==> config.mk <==
export PLATFORM = sky130hd
export DESIGN_NAME = prt_ram
export DESIGN_NICKNAME = d
export VERILOG_FILES = /design/src/rtl/core/prt_ram.sv
export SDC_FILE = /design/constraint.sdc
export NUM_CORES = 1
export LEC_CHECK = 0
export BUFFER_PORTS_ARGS = -buffer_cell sky130_fd_sc_hd__buf_2
export CORE_UTILIZATION = 55
export CTS_BUF_LIST = sky130_fd_sc_hd__clkbuf_8
export CTS_CLUSTER_DIAMETER = 50
export DETAILED_ROUTE_END_ITERATION = 10
export PLACE_DENSITY_LB_ADDON = 0.1
export SYNTH_ARGS = -nofsm -noshare
export SYNTH_HDL_FRONTEND = slang
export SYNTH_SLANG_ARGS = --single-unit
==> constraint.sdc <==
create_clock -name clk -period 2.39 [get_ports clk]
set_input_delay 0.478 -clock clk [delete_from_list [all_inputs] [get_ports clk]]
set_output_delay 0.478 -clock clk [all_outputs]
set_load 0.05 [all_outputs]
==> src/rtl/core/prt_ram.sv <==
// ----------------------------------------------------------------------------
// prt_ram
// Generic single-write, single-read RAM with registered read data.
// ----------------------------------------------------------------------------
module prt_ram #(
  parameter int WIDTH = 8,
  parameter int DEPTH = 16
) (
  input  logic                     clk,
  input  logic                     we,
  input  logic [$clog2(DEPTH)-1:0] waddr,
  input  logic [WIDTH-1:0]         wdata,
  input  logic [$clog2(DEPTH)-1:0] raddr,
  output logic [WIDTH-1:0]         rdata
);

  logic [WIDTH-1:0] mem [DEPTH];

  // write port and registered read port
  always_ff @(posedge clk) begin
    if (we) begin
      mem[waddr] <= wdata;
    end
    rdata <= mem[raddr];
  end

endmodule

==> metrics.md, run 1 <==
| Metric | Value |
|---|---|
| Status | completed |
| Fillcell total | 590 |
| Yosys warning count | 0 |
| P_int | 4.00 mW |
| Worst R2R Setup Slack | 1.03 ns |
| CTS clk-pin slew, worst paths | 0.08 ns |
| Top-area cell type share of the netlist area | 74.7% |
| Synth Cell Area | 0.00515 sq mm |
| CP endpoint kind | output pin |
| FF-to-FF End | rdata[4]$_DFF_P_ |
| Layout Skew | 0.00679 ns |
| Commonest cells in the netlist | edfxtp_1, mux4_2, a22oi_1 |
| Hold Path End | mem[14][5]$_DFFE_PP_ |
| # diodes | 0 |
| Switching Share | 20.5% |
| CP Class | reg2out |
| Synth Flop Type | edfxtp_1 |
| Starting Density | 57.9% |
| Hold slack final | 0.422 ns |
| H-Tree Depth | 4 |
| Synth Net Count | 247 |
| Total power per unit cell area | 848 mW/mm^2 |
| Avg Cell Area, Syn | 22.5 sq um |
| Slew @ Worst Pin | 0.738 ns |
| Core area | 0.00889 sq mm |
| Chip width | 98.7 um |
| Sequential Power Share | 53.3% |
| Final period util | 65.0% |
| First-pass GRT wire length | 13800 um |
| Syn Inst Count | 229 |
| TNS Setup | 0 ns |
| Synth cell types | 19 |
| WL/cell | 22.3 um |
| Min Tclk post-route | 1.55 ns |
| Clock Power Share | 40.9% |
| P&R area growth vs syn | 15.1% |
| Worst EP required | 1.91 ns |
| Placed cell count | 371 |
| Largest area contributor in the netlist | edfxtp_1 |
| Worst path max stage delay | 0.37 ns |
| Max VDD drop | 0.487 mV |
| Final ANT Viol Nets | 0 |
| Root Driver | clkbuf_8 |
| Pre-CTS setup slack | 0.470 ns |
| Largest net degree at the start of global routing | 33 |
| Share of post-route cells with drive strength above 1 | 31.4% |
| Final slew viol count | 0 |
| Cell family with most CP delay | flip-flops |
| Comb power frac | 5.8% |
| Final net count | 300 |
| Seq/Total Area, Yosys | 77.8% |
| P_leak | 2.02 nW |
| Gates resized, CTS repair | 0 |
| Die ar. | 0.00975 sq mm |
| Gr ovfl total | 0 |
| Clock net sink count | 136 |
| Post-layout power | 5.03 mW |
| I/O pin count | 26 |
| Drt initial violations | 88 |
| Number of setup buffers added after CTS | 0 |
| CP cell instances | buf_2 |
| GRT Overall Usage | 20.8% |
| Rows | 34 |
| RSZ-0062 raised after global routing | no |
| Crit path max-delay cell type | dfxtp_1 |
| Critical path buffers and inverters | 1 |
| Synthesis-stage register bit count | 136 |
| Final std cells w/o fill | 401 |
| Post-synth ARST share | 0% |
| Crit path DAT | 1.07 ns |
| Switching Power | 1.03 mW |
| Worst reg2reg path depth | 3 |
| Worst Hold Depth | 1 |
| Top-count cell post-synth | edfxtp_1 |
| Die Span Y | 98.7 um |
| Fmax | 644 MHz |
| Final hold viol count | 0 |
| Via density | 5.89 |
| Final wirelength | 8960 um |
| Antenna violations before repair | 0 |
| DP Area | 0.00549 sq mm |
| Max-slew headroom | 50.7% |
| Clock Latency Late Sink | 0.43 ns |
| Post-DP HPWL | 5610 um |
| Vias in the first global route | 2419 |
| CP max FO | 1 |
| Hold Path Origin | wdata[5] |
| GP Congestion | 0.674 |
| Final Setup Violations | 0 |
| CTS Hold Buffers Added | 0 |
| R2r startpoint | mem[9][4]$_DFFE_PP_ |
| Final WS setup | 0.838 ns |
| First-pass DRT Iterations | 4 |
| CTS tree | built |
| Fin area | 0.00593 sq mm |
| Hold WC Path Type | in2reg |
| Port buffer count | 25 |
| Maximum buffer depth of the clock tree | 2 |
| Critical Path Start Type | register |
| DRC | 0 |
| Fin util | 66.7% |
| Num CTS Buffers | 17 |
| Maximum capacitance violations | 0 |
| Largest cells by area after synthesis | edfxtp_1, mux4_2, mux4_1 |
| Vias | 2360 |
| EDFF count, synth | 128 |
[power groups by stage]
stage          Clock [mW]  Sequential (mW)  Combinational [mW]
2_1_floorplan           0             2.78               0.135
3_3_place_gp            0             2.73               0.293
3_5_place_dp            0             2.73               0.296
4_1_cts              2.08             2.68               0.296
5_1_grt              2.18             2.68               0.315
6_report             2.05             2.68               0.291
[sequential cells by signal, indices dropped and copies added (netlist names)]
| name | cells |
|---|---|
| rdata | 8 |
| mem | 128 |
[how the worst max path moves through the flow]
stage	startpoint	to	slack, ns	depth (start not counted)
after floorplan	waddr[2]	mem[0][0]$_DFFE_PP_	0.42	2
after global placement	raddr[0]	rdata[4]$_DFF_P_	0.46	5
after detailed placement	raddr[0]	rdata[4]$_DFF_P_	0.47	5
after CTS	rdata[4]$_DFF_P_	rdata[4]	0.81	1
after global routing	rdata[4]$_DFF_P_	rdata[4]	0.81	1
final	rdata[4]$_DFF_P_	rdata[4]	0.84	1
[final cells by class]
| class | instances | area (sq um) | area share [%] |
|---|---|---|---|
| Tap cell | 108 | 135 | 2.28 |
| Clock inverter | 13 | 204 | 3.44 |
| Clock buffer | 17 | 234 | 3.95 |
| Timing Repair Buffer | 44 | 293 | 4.94 |
| Multi-Input combinational cell | 83 | 1060 | 17.8 |
| Sequential cell | 136 | 4000 | 67.6 |
[layer usage]
| metal | GRT usage [%] | vias up | wire [um] | share of wire, % |
|---|---|---|---|---|
| li1 | - | 1078 | - | - |
| met1 | 29.0 | 1196 | 4080 | 45 |
| met2 | 31.7 | 73 | 4350 | 49 |
| met3 | 5.74 | 13 | 406 | 4.5 |
| met4 | 8.27 | 0 | 123 | 1.4 |
| met5 | 0 | - | 0 | 0 |
[cells in the final DEF (no fill, tap or decap), drive strengths merged, types with 4 or more instances in the layout]
master and instances:
clkinv 4, nor3 4, dfxtp 8, mux4 32, bufinv 5, clkbuf 17, edfxtp 128, a22oi 16
buf 44, nor2 13, nand2 9
[cell families after synthesis]
group                  after synthesis  share of synthesized area, %
buffers and inverters               10                          1.68
flip-flops                         136                          77.8
multiplexers                        32                          15.0
AND/OR/NAND/NOR                     35                          3.18
AO/OA/AOI/OAI                       16                          2.33
(Power assumes the default switching activity.)
==> run 2, diff against run 1 <==
==> constraint.sdc (replaced) <==
create_clock -name clk -period 1.4 [get_ports clk]
set_input_delay 0.28 -clock clk [delete_from_list [all_inputs] [get_ports clk]]
set_output_delay 0.28 -clock clk [all_outputs]
set_load 0.05 [all_outputs]
==> metrics.md, run 2 (synthesis gave the netlist of run 1 again) <==
| Metric | Value |
|---|---|
| I/O pin count | 26 (unchanged) |
| Status | completed |
| H-Tree Depth | 4 (unchanged) |
| Num CTS Buffers | 17 (unchanged) |
| Final period util | 96.3% |
| Total power per unit cell area | 1400 mW/mm^2 (+65%) |
| Vias | 2443 (+3.5%) |
| TNS Setup | 0 ns (unchanged) |
| Final hold viol count | 0 (unchanged) |
| Crit path DAT | 1.67 ns (+0.60 ns) |
| Via density | 5.93 (+0.75%) |
| Commonest non-fill, non-tap cell in the layout | edfxtp_1 |
| Layout Skew | 0.0127 ns (+0.00587 ns) |
| Vias in the first global route | 2381 (-1.6%) |
| Top flop regs | mem x128, rdata x8 |
| Final net count | 309 (+3.0%) |
| Reg with most FFs | mem |
| Clock Latency Late Sink | 0.43 ns (about the same) |
| Maximum capacitance violations | 0 (unchanged) |
| Starting Density | 57.9% (unchanged) |
| Final ANT Viol Nets | 0 (unchanged) |
| Largest net degree at the start of global routing | 17 (-48%) |
| Gr ovfl total | 0 (unchanged) |
| Max VDD drop | 1.04 mV (+110%) |
| GP Congestion | 0.699 (+3.8%) |
| Critical path buffers and inverters | 0 (-1) |
| Multi-input logic area | 0.00109 sq mm (+3.4%) |
| Reg area | 0.00400 sq mm (unchanged) |
| Final Setup Violations | 0 (unchanged) |
| DRC | 0 (unchanged) |
| Die Span Y | 98.7 um (unchanged) |
| Number of setup buffers added after CTS | 0 (unchanged) |
| Rows | 34 (unchanged) |
| Final slew viol count | 0 (unchanged) |
| Antenna violations before repair | 0 (unchanged) |
| Cell family with most CP delay | multiplexers |
| Core area | 0.00889 sq mm (unchanged) |
| CTS clk-pin slew, worst paths | 0.08 ns (about the same) |
| Clock net sink count | 136 (unchanged) |
| Port buffer count | 25 (unchanged) |
| Post-layout power | 8.56 mW (+70%) |
| P_leak | 2.08 nW (+3.4%) |
| Chip width | 98.7 um (unchanged) |
| First-pass DRT Iterations | 5 (+1) |
| Maximum buffer depth of the clock tree | 2 (unchanged) |
| Final wirelength | 9040 um (+0.93%) |
| Hold WC Path Type | in2reg |
| Worst path max stage delay | 0.53 ns (+0.16 ns) |
| Drt initial violations | 191 (+120%) |
| Most frequent cells in the layout | edfxtp_1, buf_2, buf_4, mux4_2, clkbuf_8 |
| GRT Overall Usage | 20.4% (-0.38 points) |
| CP endpoint kind | register |
| Root Driver | clkbuf_8 |
| Crit path max-delay cell type | mux4_1 |
| WL/cell | 21.9 um (-1.8%) |
| Share of post-route cells with drive strength above 1 | 35.9% (+4.5 points) |
| Fin util | 68.6% (+2.0 points) |
| Max-slew headroom | 52.8% (+2.1 points) |
| Die ar. | 0.00975 sq mm (unchanged) |
| Slew @ Worst Pin | 0.706 ns (-0.0317 ns) |
| Fillcell total | 568 (-3.7%) |
| Critical Path Start Type | register |
| Fmax | 742 MHz |
| CP Class | reg2reg |
| Min Tclk post-route | 1.35 ns |
| P&R area growth vs syn | 18.6% |
| CP cell instances | mux4_1 -> a22oi_2 -> nand2_1 |
| Max reg flops | 128 (unchanged) |
| First-pass GRT wire length | 13700 um (-0.64%) |
| Post-DP HPWL | 5930 um (+5.6%) |
| # diodes | 0 (unchanged) |
| CTS tree | built |
| CP max FO | 1 (unchanged) |
| Worst EP required | 1.72 ns (-0.19 ns) |
==> run 2: cell types whose count changed in the layout (fill, tap and decap cells not counted), sizes merged <==
cell and delta:
clkinvlp +1, inv +2, buf +9, bufinv -1
==> run 2: layer usage <==
layer	vias up	routed length (um)	part of all wire (%)	global-route usage (%)
li1	1102	-	-	-
met1	1252	4190	46	29.0
met2	76	4300	48	30.9
met3	13	432	4.8	4.89
met4	0	113	1.2	8.50
met5	-	0	0	0
==> run 2: final timing paths <==
kind | startpoint | end | slack (ns) | cells after the start
setup / recovery | mem[0][3]$_DFFE_PP_ | rdata[3]$_DFF_P_ | 0.05 | 3
setup reg to reg | mem[0][3]$_DFFE_PP_ | rdata[3]$_DFF_P_ | 0.05 | 3
hold reg to reg | mem[8][3]$_DFFE_PP_ | rdata[3]$_DFF_P_ | 0.67 | 3
hold / removal | wdata[2] | mem[5][2]$_DFFE_PP_ | 0.22 | 1
==> run 2: area by class of cell <==
| class | instances | area share, % |
|---|---|---|
| Clock buffer | 17 | 3.83 |
| Sequential cell | 136 | 65.6 |
| Clock inverter | 15 | 3.30 |
| Tap cell | 108 | 2.21 |
| Multi-Input combinational cell | 83 | 17.9 |
| Timing Repair Buffer | 53 | 7.13 |
==> run 2: through the flow <==
stage	area (sq um)	setup slack (ns)	cells	hold slack (ns)
after floorplan	5190	-0.0165	229	0.379
after global placement	5660	-0.300	380	0.646
after detailed placement	5660	-0.307	380	0.658
after CTS	6100	0.0235	412	0.215
after global routing	6100	-0.00401	412	0.219
final	6100	0.0519	412	0.224
==> run 2: what timing repair did <==
action / in CTS / in global routing
gates resized for setup: 0 / 1
hold buffers: 0 / 0
setup endpoints to repair: 0 / 1
==> run 2: power by group <==
part / internal, mW / switching, mW / total [mW]
combinational: 0.211 / 0.330 / 0.541
sequential: 4.55 / 0.0237 / 4.57
clock: 1.95 / 1.51 / 3.45
