$ cat src/rtl/core/prt_divider.sv
// ----------------------------------------------------------------------------
// prt_divider
// Restoring divider, one quotient bit per cycle. The numerator is loaded
// left aligned; after the given number of steps the quotient sits in the
// low bits. Used for the final rank fraction.
// ----------------------------------------------------------------------------
module prt_divider #(
  parameter int NUM_W = 29,
  parameter int REM_W = 14
) (
  input  logic                       clk,
  input  logic                       rst_n,
  input  logic                       start,
  input  logic [NUM_W-1:0]           num_in,
  input  logic [REM_W-1:0]           den_in,
  input  logic [$clog2(NUM_W+1)-1:0] steps_in,
  output logic                       done,
  output logic [NUM_W-1:0]           quo
);

  localparam int STEP_W = $clog2(NUM_W + 1);

  logic [NUM_W-1:0]  num_r, num_nxt;
  logic [REM_W-1:0]  rem_r, rem_nxt;
  logic [REM_W-1:0]  den_r, den_nxt;
  logic [STEP_W-1:0] cnt_r, cnt_nxt;
  logic              run_r, run_nxt;
  logic              done_r, done_nxt;
  logic [REM_W-1:0]  rem_sh;
  logic [REM_W:0]    trial;

  // one restoring step
  always_comb begin
    rem_sh = {rem_r[REM_W-2:0], num_r[NUM_W-1]};
    trial  = {1'b0, rem_sh} - {1'b0, den_r};
  end

  // step control
  always_comb begin
    num_nxt  = num_r;
    rem_nxt  = rem_r;
    den_nxt  = den_r;
    cnt_nxt  = cnt_r;
    run_nxt  = run_r;
    done_nxt = 1'b0;
    if (start) begin
      num_nxt = num_in;
      rem_nxt = '0;
      den_nxt = den_in;
      cnt_nxt = steps_in;
      run_nxt = 1'b1;
    end else if (run_r) begin
      if (!trial[REM_W]) begin
        rem_nxt = trial[REM_W-1:0];
        num_nxt = {num_r[NUM_W-2:0], 1'b1};
      end else begin
        rem_nxt = rem_sh;
        num_nxt = {num_r[NUM_W-2:0], 1'b0};
      end
      cnt_nxt = cnt_r - STEP_W'(1);
      if (cnt_r == STEP_W'(1)) begin
        run_nxt  = 1'b0;
        done_nxt = 1'b1;
      end
    end
  end

  // control registers
  always_ff @(posedge clk) begin
    if (!rst_n) begin
      run_r  <= 1'b0;
      done_r <= 1'b0;
      cnt_r  <= '0;
    end else begin
      run_r  <= run_nxt;
      done_r <= done_nxt;
      cnt_r  <= cnt_nxt;
    end
  end

  // datapath registers
  always_ff @(posedge clk) begin
    num_r <= num_nxt;
    rem_r <= rem_nxt;
    den_r <= den_nxt;
  end

  assign done = done_r;
  assign quo  = num_r;

endmodule

$ cat config.mk
export PLATFORM = sky130hd
export DESIGN_NAME = prt_divider
export DESIGN_NICKNAME = d
export VERILOG_FILES = /design/src/rtl/core/prt_divider.sv
export SDC_FILE = /design/constraint.sdc
export NUM_CORES = 1
export LEC_CHECK = 0
export BUFFER_PORTS_ARGS = -buffer_cell sky130_fd_sc_hd__buf_2
export CORE_MARGIN = 4
export CORE_UTILIZATION = 57
export CTS_CLUSTER_SIZE = 25
export DETAILED_ROUTE_END_ITERATION = 6
export PLACE_DENSITY = 0.88
export REMOVE_ABC_BUFFERS = 1
export SLEW_MARGIN = 5
export SYNTH_ARGS = -nofsm -noshare
export SYNTH_HDL_FRONTEND = slang
export SYNTH_SLANG_ARGS = --single-unit
$ cat constraint.sdc
create_clock -name clk -period 4.9 [get_ports clk]
set_clock_uncertainty 0.05 [all_clocks]
set_input_delay 0.49 -clock clk [delete_from_list [all_inputs] [get_ports clk]]
set_output_delay 0.49 -clock clk [all_outputs]
set_load 0.02 [all_outputs]
==> metrics.txt, run 1 <==
drt wl/cell=15.2 um; Synth cell types=50; crit end category=flop; fin cells=437; setup tns final=0 ps; Max Cap Viol=0; sequential fraction of the synthesis area=0.520; via count=2395; Syn-to-layout area delta=19.7%; P per Cell Area=331 nW/um^2; clk sinks=63; vias per cell=5.48; Slew @ Worst Pin=1120 ps; Bufs on Longest Clock Path=2; Slew headroom=0.254; input/output buffers=80; # diodes=0; Initial DRC Count=116; Total Routing Usage GR=0.207; Core Area=5510 um^2; Post-synth EDFFs=43; ys flop type=edfxtp_1; Setup Buffers After CTS=0; Min-Delay Path Class=in -> reg; Max Fclk=347 MHz; TritonCTS clock tree=built; CP max FO=19; largest net degree at the start of global routing=63; # fillers=413; final instance area=3890 um^2; Slew Limit Fails=0; Seq cells post-synth=63; WL final=6.64 mm; post_cts resized=0; leakage=1.63 nW; # IOs=81; CTS Hold Buffers Added=0; crit path launch type=flop; placed cell area=3720 um^2; clk root buf=clkbuf_8; global-route wire length before repair=11.8 mm; FFs w/ async S/R, synth=0; nets=428; min Tclk post-route=2880 ps; # rows=27; Finished Core Util=0.707; ratio of cells with drive above 1 in the final layout=0.370; CP Data Arrival Time=3080 ps; post-route ant nets=0; Die Height=83.6 um; chip width=83.6 um; status=complete, no violations; Critical Path RT=5100 ps; Starting Density=0.591; cells after synthesis=276; post-synthesis cell area=3250 um^2; Syn. warnings=0; CTS clock-pin slew for the worst setup and hold paths=70 ps; Fin Hold WS=280 ps; placed insts=421; DRC violations left=0; critical setup path kind=reg -> reg; Mean Syn Cell Area=11.8 um^2; number of global-route vias before repair=2504; period utilisation layout=0.588; worst IR drop on VDD=0.295 mV; DR pass1 iterations=5; RSZ-0062 raised after global routing=no; initial antenna violation count=0; # H-tree levels=3; HPWL after DPL=4.69 mm; Fin. Hold Viols=0; Final setup viols=0; global placer's final weighted congestion=0.867; Inserted Clock Buffers=9; die footprint=6980 um^2; worst-skew pair later-pin latency=330 ps; total gr overflow=0
## state kept, by name, indices dropped and copies added, names as in the netlist
register  flops
cnt_r         5
rem_r        13
quo          29
run_r         1
den_r        14
done          1
## cell usage in the layout, fill, tap and decap left out, drive strengths merged, types with 2 or more instances in the layout
master,n
mux2i,6
clkinv,2
a31oi,2
nand2,19
or4b,2
o31a,2
nor3,3
xnor2,10
nand3,2
edfxtp,43
dfxtp,20
o31ai,2
nand2b,3
a22o,2
a21oi,15
buf,81
clkbuf,13
a21o,2
o211ai,2
inv,20
o21a,5
a211oi,8
a21boi,2
mux2,30
nor2b,3
o21ai,10
nor2,23
ha,16
## per-layer routing
layer	GRT usage	share of wire	vias to the layer above
li1	-	-	1176
met1	0.262	0.43	1120
met2	0.334	0.48	86
met3	0.0701	0.072	13
met4	0.0643	0.021	0
met5	0	0	-
## path summary, 6_finish.rpt
| check | to | slack [ps] | cells after the start | startpoint |
|---|---|---|---|---|
| worst max-delay path | rem_r[0] | 2020 | 9 | quo[28] |
| worst min-delay path | den_r[5] | 280 | 1 | den_in[5] |
| worst max register to register | rem_r[0] | 2020 | 9 | quo[28] |
| worst min register to register | rem_r[12] | 420 | 2 | rem_r[12] |
## worst max-delay path, stage by stage, from the launching register on
cell	delay (ps)
edfxtp_1	350
inv_1	50
ha_1	220
fa_1	450
nor2b_4	140
o31a_1	210
a31oi_2	150
a31oi_4	570
mux2_1	400
a211oi_2	210
## power breakdown
part           internal, mW  switching [mW]
clock network         0.210           0.195
registers             0.621          0.0261
logic                 0.105           0.134
## cell families (layout without fill, tap and decap cells)
family	Yosys count	count (layout)	synth area share
AOI/OAI and AO/OA	61	61	0.139
and+or+nand+nor	60	60	0.0880
muxes	36	36	0.122
buffers and inverters	28	117	0.0335
adders and majority gates	17	17	0.0677
xor gates and xnor gates	11	11	0.0296
DFF	63	63	0.520
## layout make-up
cell class | count | area, um^2 | area share
sequential | 63 | 1690 | 0.434
multi-input combinational | 185 | 1450 | 0.373
timing repair buffer | 81 | 408 | 0.105
clock buffer | 13 | 159 | 0.0408
tap | 72 | 90.1 | 0.0231
inverter | 20 | 75.1 | 0.0193
clock inverter | 3 | 17.5 | 0.00450
## stage by stage
stage                     power, mW  setup WS (ps)
after floorplan               0.813           2170
after global placement        0.887           2150
after detailed placement      0.896           2040
after CTS                      1.30           2020
after global routing           1.36           1840
final                          1.29           2020
## synth_stat cells (all sizes together) (3+ instances only)
cell type   n  area [um^2]
inv        20         75.1
mux2       30          338
nor3        3         15.0
o21ai      10         50.1
nand2      19         71.3
dfxtp      20          400
nor2       23         86.3
edfxtp     43         1290
mux2i       6         60.1
a21oi      15         75.1
buf         6         26.3
nor2b       3         26.3
nand2b      3         18.8
o21a        5         37.5
ha         16          200
a211oi      8         70.1
xnor2      10         87.6
Note: power is estimated with default switching activity, not from simulation.
==> run 2, diff against run 1 <==
--- a/config.mk
+++ b/config.mk
@@ -5,12 +5,13 @@
 export SDC_FILE = /design/constraint.sdc
 export NUM_CORES = 1
 export LEC_CHECK = 0
+export ABC_AREA = 1
 export BUFFER_PORTS_ARGS = -buffer_cell sky130_fd_sc_hd__buf_2
 export CORE_MARGIN = 4
-export CORE_UTILIZATION = 57
+export CORE_UTILIZATION = 54
 export CTS_CLUSTER_SIZE = 25
 export DETAILED_ROUTE_END_ITERATION = 6
-export PLACE_DENSITY = 0.88
+export PLACE_DENSITY = 0.83
 export REMOVE_ABC_BUFFERS = 1
 export SLEW_MARGIN = 5
 export SYNTH_ARGS = -nofsm -noshare
==> constraint.sdc (replaced) <==
create_clock -name clk -period 2.9 [get_ports clk]
set_clock_uncertainty 0.05 [all_clocks]
set_input_delay 0.29 -clock clk [delete_from_list [all_inputs] [get_ports clk]]
set_output_delay 0.29 -clock clk [all_outputs]
set_load 0.02 [all_outputs]
==> metrics.txt, run 2 <==
crit path from=quo[28] (unchanged); max FFs per register=29 (unchanged); Post-Synth Adder-Cell Area=0.0618 (was 0.0677); CTS clock-pin slew for the worst setup and hold paths=70 ps (about the same); pre-CTS WS=804 ps (was 2040 ps); # diodes=0 (unchanged); Bufs on Longest Clock Path=2 (unchanged); total gr overflow=0 (unchanged); Synth Area in Simple Gates=0.311 (was 0.0880); Worst Path Buf+Inv=2 (was 1); DRC violations left=0 (unchanged); Post-synth EDFFs=43 (unchanged); Mean Syn Cell Area=7.95 um^2 (was 11.8 um^2); via count=3043 (was 2395); placed insts=598 (was 421); # rows=29 (was 27); Max Cap Viol=0 (unchanged); vias per cell=4.96 (was 5.48); Max Fclk=469 MHz (was 347 MHz); crit path launch type=flop (unchanged); # IOs=81 (unchanged); drt wl/cell=12.7 um (was 15.2 um); crit end category=flop (unchanged); main combinational cell family by area after synthesis=simple AND/OR/NAND/NOR gates (was compound AO/OA/AOI/OAI gates); total power=2.18 mW (was 1.29 mW); delay-heaviest family, CP=simple AND/OR/NAND/NOR gates (was compound AO/OA/AOI/OAI gates); commonest cells after routing, fill and taps aside=nand2_1 (185), buf_2 (80), inv_1 (72) (was buf_2 (80), edfxtp_1 (43), mux2_2 (29)); initial antenna violation count=0 (unchanged); RSZ-0062 raised after global routing=no (unchanged); chip width=89.2 um (was 83.6 um); Synth Area in Compound Gates=0.0344 (was 0.139); DR pass1 iterations=4 (was 5); Slew @ Worst Pin=830 ps (was 1120 ps); clk root buf=clkbuf_8 (unchanged); ratio of cells with drive above 1 in the final layout=0.212 (was 0.370); status=complete, no violations (unchanged); input/output buffers=80 (unchanged); period utilisation layout=0.735 (was 0.588); Setup Buffers After CTS=0 (unchanged); Total Routing Usage GR=0.214 (was 0.207); min Tclk post-route=2130 ps (was 2880 ps); largest net degree at the start of global routing=47 (was 63); Slowest-stage cell, CP=fa_1 (was a31oi_4); setup tns final=0 ps (unchanged); Slew headroom=0.443 (was 0.254); commonest non-fill, non-tap cell in the layout=nand2_1 (was buf_2); R2R Setup Slk=770 ps (was 2020 ps); post-synthesis xor/xnor area fraction=0.0172 (was 0.0296); fin cells=614 (was 437); Initial DRC Count=172 (was 116); reg2reg end=rem_r[2] (was rem_r[0]); reg2reg start=quo[28] (unchanged); # H-tree levels=3 (unchanged); TritonCTS clock tree=built (unchanged); post-route setup slack=770 ps (was 2020 ps); Slew Limit Fails=0 (unchanged); CP Data Arrival Time=2300 ps (was 3080 ps); Die Height=89.2 um (was 83.6 um); worst-skew pair later-pin latency=330 ps (about the same); Finished Core Util=0.659 (was 0.707); clk sinks=63 (unchanged); ys flop type=edfxtp_1 (unchanged); P per Cell Area=518 nW/um^2 (was 331 nW/um^2); Seq cells post-synth=63 (unchanged); Core Area=6390 um^2 (was 5510 um^2); share of the synthesized area in the top cell type=0.363 (was 0.397); top cells by instance count after synthesis=nand2_1 (185), inv_1 (72), edfxtp_1 (43) (was edfxtp_1 (43), mux2_2 (29), nor2_1 (23)); HPWL after DPL=5.76 mm (was 4.69 mm); number of global-route vias before repair=3069 (was 2504); leakage=2.27 nW (was 1.63 nW); nets=600 (was 428); WL final=7.78 mm (was 6.64 mm); Starting Density=0.558 (was 0.591); post-synthesis cell area=3560 um^2 (was 3250 um^2); Critical Path RT=3070 ps (was 5100 ps); CP max FO=15 (was 19); crit path cell chain=inv_1 > ha_1 > fa_1 > inv_1 > nand2_1 > nand3_2 > nand2_4 > nand2_4 > nand2_1 > nand3_1 > o21ai_0 (was inv_1 > ha_1 > fa_1 > nor2b_4 > o31a_1 > a31oi_2 > a31oi_4 > mux2_1 > a211oi_2); Fin. Hold Viols=0 (unchanged); Inserted Clock Buffers=9 (unchanged); critical path endpoint=rem_r[2] (was rem_r[0]); most frequent cell after synthesis=nand2_1 (was edfxtp_1); Syn-to-layout area delta=18.2% (was 19.7%); die footprint=7960 um^2 (was 6980 um^2); Worst path max stage delay=420 ps (was 570 ps); # fillers=522 (was 413); mux cell area share after synthesis=0 (was 0.122); global-route wire length before repair=13.3 mm (was 11.8 mm); post_cts resized=0 (unchanged); Critical Path Stages=11 (was 9); Min-Delay Path Class=in -> reg (unchanged); worst-case reg-to-reg path depth=11 (was 9); area leader, netlist=edfxtp_1 (unchanged); post-route ant nets=0 (unchanged); FFs w/ async S/R, synth=0 (unchanged); global placer's final weighted congestion=0.908 (was 0.867); worst IR drop on VDD=0.337 mV (was 0.295 mV); Final setup viols=0 (unchanged); top cells by area, synth=edfxtp_1 (36%), nand2_1 (20%), dfxtp_1 (11%), inv_1 (7.6%), ha_1 (5.6%) (was edfxtp_1 (40%), dfxtp_1 (12%), mux2_2 (10%), ha_1 (6.2%), xnor2_1 (2.7%)); critical setup path kind=reg -> reg (unchanged); Synth cell types=34 (was 50); CTS Hold Buffers Added=0 (unchanged); Syn. warnings=0 (unchanged); sequential fraction of the synthesis area=0.475 (was 0.520); cells after synthesis=448 (was 276)
[run 2: cell types whose count changed in the layout (fill, tap and decap cells not counted), moves of 8 or more]
cell     delta
nor2_1     -13
mux2_2     -29
inv_1      +52
nand2_1   +166
nand3_1    +35
xnor2_1     -8
a21oi_1    -11
[run 2: logic make-up after synthesis]
family	after synthesis
and+or+nand+nor	256
xor gates and xnor gates	7
adders and majority gates	17
buffers and inverters	86
DFF	63
AOI/OAI and AO/OA	19
[run 2: final cells by class]
class | count | area, um^2 | area share
clock buffers | 12 | 145 | 0.0345
inverters | 74 | 278 | 0.0660
clock inverters | 4 | 47.5 | 0.0113
flip-flops and latches | 63 | 1690 | 0.402
repair buffers | 85 | 438 | 0.104
multi-input cells | 299 | 1510 | 0.359
well taps | 77 | 96.3 | 0.0229
[run 2: how the worst min path moves through the flow]
stage	startpoint	end	slack, ps	depth (start not counted)
6_report	den_in[4]	den_r[4]	80	1
5_1_grt	den_in[8]	den_r[8]	70	1
4_1_cts	den_in[7]	den_r[7]	70	1
3_5_place_dp	rem_r[12]	rem_r[12]	410	2
3_3_place_gp	rem_r[12]	rem_r[12]	400	2
2_1_floorplan	rst_n	cnt_r[0]	340	2
[run 2: power by group]
group | switching (mW) | internal [mW] | total [mW]
clock network | 0.333 | 0.418 | 0.752
logic | 0.225 | 0.125 | 0.350
registers | 0.0366 | 1.04 | 1.08
total | 0.595 | 1.59 | 2.18
[run 2: routing by layer]
layer / global-route usage / vias up / routed length, um
li1: - / 1577 / -
met1: 0.277 / 1348 / 3450
met2: 0.352 / 108 / 3720
met3: 0.0488 / 10 / 524
met4: 0.0785 / 0 / 96
met5: 0 / - / 0
[run 2: stage by stage]
step           instance area [um^2]  hold slack (ps)
2_1_floorplan                  3480              338
3_3_place_gp                   4020              399
3_5_place_dp                   4020              409
4_1_cts                        4210             67.6
5_1_grt                        4210             66.1
6_report                       4210             77.1
==> run 3, diff against run 2 <==
==> constraint.sdc (replaced) <==
create_clock -name clk -period 2.2 [get_ports clk]
set_clock_uncertainty 0.05 [all_clocks]
set_input_delay 0.22 -clock clk [delete_from_list [all_inputs] [get_ports clk]]
set_output_delay 0.22 -clock clk [all_outputs]
set_load 0.02 [all_outputs]
==> metrics.txt, run 3 (synthesized netlist as in run 2, its figures left out) <==
# diodes=0 (unchanged); # rows=29 (unchanged); clk root buf=clkbuf_8 (unchanged); Final setup viols=0 (unchanged); max FFs per register=29 (unchanged); DR pass1 iterations=5 (was 4); placed insts=597 (was 598); CP Data Arrival Time=2190 ps (was 2300 ps); Core Area=6390 um^2 (unchanged); post_cts resized=0 (unchanged); post-route setup slack=162 ps (was 770 ps); largest net degree at the start of global routing=37 (was 47); drt wl/cell=12.4 um (was 12.7 um); # IOs=81 (unchanged); total gr overflow=0 (unchanged); die footprint=7960 um^2 (unchanged); R2R Setup Slk=160 ps (was 770 ps); CTS clock-pin slew for the worst setup and hold paths=80 ps (was 70 ps); Die Height=89.2 um (unchanged); RSZ-0062 raised after global routing=yes (was no); crit end category=flop (unchanged); min Tclk post-route=2040 ps (was 2130 ps); worst-skew pair later-pin latency=340 ps (was 330 ps); commonest cells after routing, fill and taps aside=nand2_1 (185), buf_2 (80), inv_1 (72) (unchanged); Fin. Hold Viols=0 (unchanged); fin cells=627 (was 614); Critical Path RT=2360 ps (was 3070 ps); Initial DRC Count=225 (was 172); placed cell area=4010 um^2 (was 4020 um^2); Setup Buffers After CTS=0 (unchanged); initial antenna violation count=0 (unchanged); Fin Hold WS=80.5 ps (was 77.1 ps); status=complete, no violations (unchanged); commonest non-fill, non-tap cell in the layout=nand2_1 (unchanged); pre-CTS WS=167 ps (was 804 ps); TritonCTS clock tree=built (unchanged); global placer's final weighted congestion=0.964 (was 0.908); Syn-to-layout area delta=22.7% (was 18.2%); reg2reg start=quo[28] (unchanged); Finished Core Util=0.684 (was 0.659); number of global-route vias before repair=2836 (was 3069); WL final=7.76 mm (was 7.78 mm); # H-tree levels=3 (unchanged); DRC violations left=0 (unchanged); post-route ant nets=0 (unchanged); P per Cell Area=691 nW/um^2 (was 518 nW/um^2); Hold Crit Start=rst_n (was den_in[4]); reg2reg end=rem_r[0] (was rem_r[2]); Hold Path Depth=3 (was 1); Bufs on Longest Clock Path=2 (unchanged); Slew Limit Fails=0 (unchanged); critical setup path kind=reg -> reg (unchanged); worst IR drop on VDD=0.714 mV (was 0.337 mV); chip width=89.2 um (unchanged); final instance area=4370 um^2 (was 4210 um^2); HPWL after DPL=5.66 mm (was 5.76 mm); leakage=2.33 nW (was 2.27 nW); Inserted Clock Buffers=9 (unchanged); WHS Endpoint=cnt_r[0] (was den_r[4]); Min-Delay Path Class=in -> reg (unchanged); global-route wire length before repair=12.7 mm (was 13.3 mm); Slew headroom=0.676 (was 0.443); via count=3074 (was 3043); crit path launch type=flop (unchanged); Max Fclk=491 MHz (was 469 MHz); nets=613 (was 600); ratio of cells with drive above 1 in the final layout=0.207 (was 0.212); period utilisation layout=0.926 (was 0.735); clk sinks=63 (unchanged); worst-case reg-to-reg path depth=11 (unchanged); Total Routing Usage GR=0.209 (was 0.214); input/output buffers=80 (unchanged); Slew @ Worst Pin=483 ps (was 830 ps); Max Cap Viol=0 (unchanged); CP max FO=15 (unchanged); Starting Density=0.558 (unchanged); vias per cell=4.90 (was 4.96)
==> run 3: stage by stage <==
| step | power, mW | setup TNS [ps] |
|---|---|---|
| finish | 3.02 | 0 |
| CTS | 3.04 | 0 |
| global route | 3.17 | -9.96 |
| global placement | 1.89 | 0 |
| floorplan | 1.72 | -18.3 |
| detailed placement | 1.90 | 0 |
==> run 3: critical path, stage by stage (launching register included) <==
cell and delay, ps:
edfxtp_1 350, inv_1 60, ha_1 210, fa_1 400, inv_1 110, nand2_1 70
nand3_2 90, nand2_4 130, nand2_4 180, nand2_1 70, nand3_1 60, o21ai_0 110
==> run 3: layout make-up <==
type,instances,area (um^2)
clock buffers,9,124
clock inverters,7,96.3
fillers,515,2020
inverters,74,278
multi-input cells,299,1510
flip-flops and latches,63,1690
well taps,77,96.3
repair buffers,98,571
==> run 3: metal layers <==
layer | track usage | wire [um] | vias up
met4 | 0.0528 | 59 | 0
met1 | 0.284 | 3570 | 1365
li1 | - | - | 1600
met2 | 0.319 | 3490 | 104
met5 | 0 | 0 | -
met3 | 0.0737 | 646 | 5
==> run 3: power breakdown <==
group	internal (mW)	switching, mW	total (mW)
logic	0.179	0.298	0.477
clock network	0.639	0.481	1.12
registers	1.37	0.0466	1.42
total	2.19	0.826	3.02
==> run 3: how the worst max path moves through the flow <==
stage / from / endpoint / slack, ps / cells after the start
final: quo[28] / rem_r[0] / 160 / 11
after global routing: quo[28] / rem_r[0] / -10 / 11
after CTS: quo[28] / rem_r[0] / 150 / 11
after detailed placement: quo[28] / rem_r[0] / 170 / 11
after global placement: quo[28] / rem_r[0] / 250 / 11
after floorplan: run_r / cnt_r[4] / -20 / 5
==> run 3: timing repair <==
| item | CTS | global route |
|---|---|---|
| endpoints found under the hold margin | 11 | 3 |
| hold buffers | 11 | 3 |
| endpoints found under the setup margin | 0 | 1 |
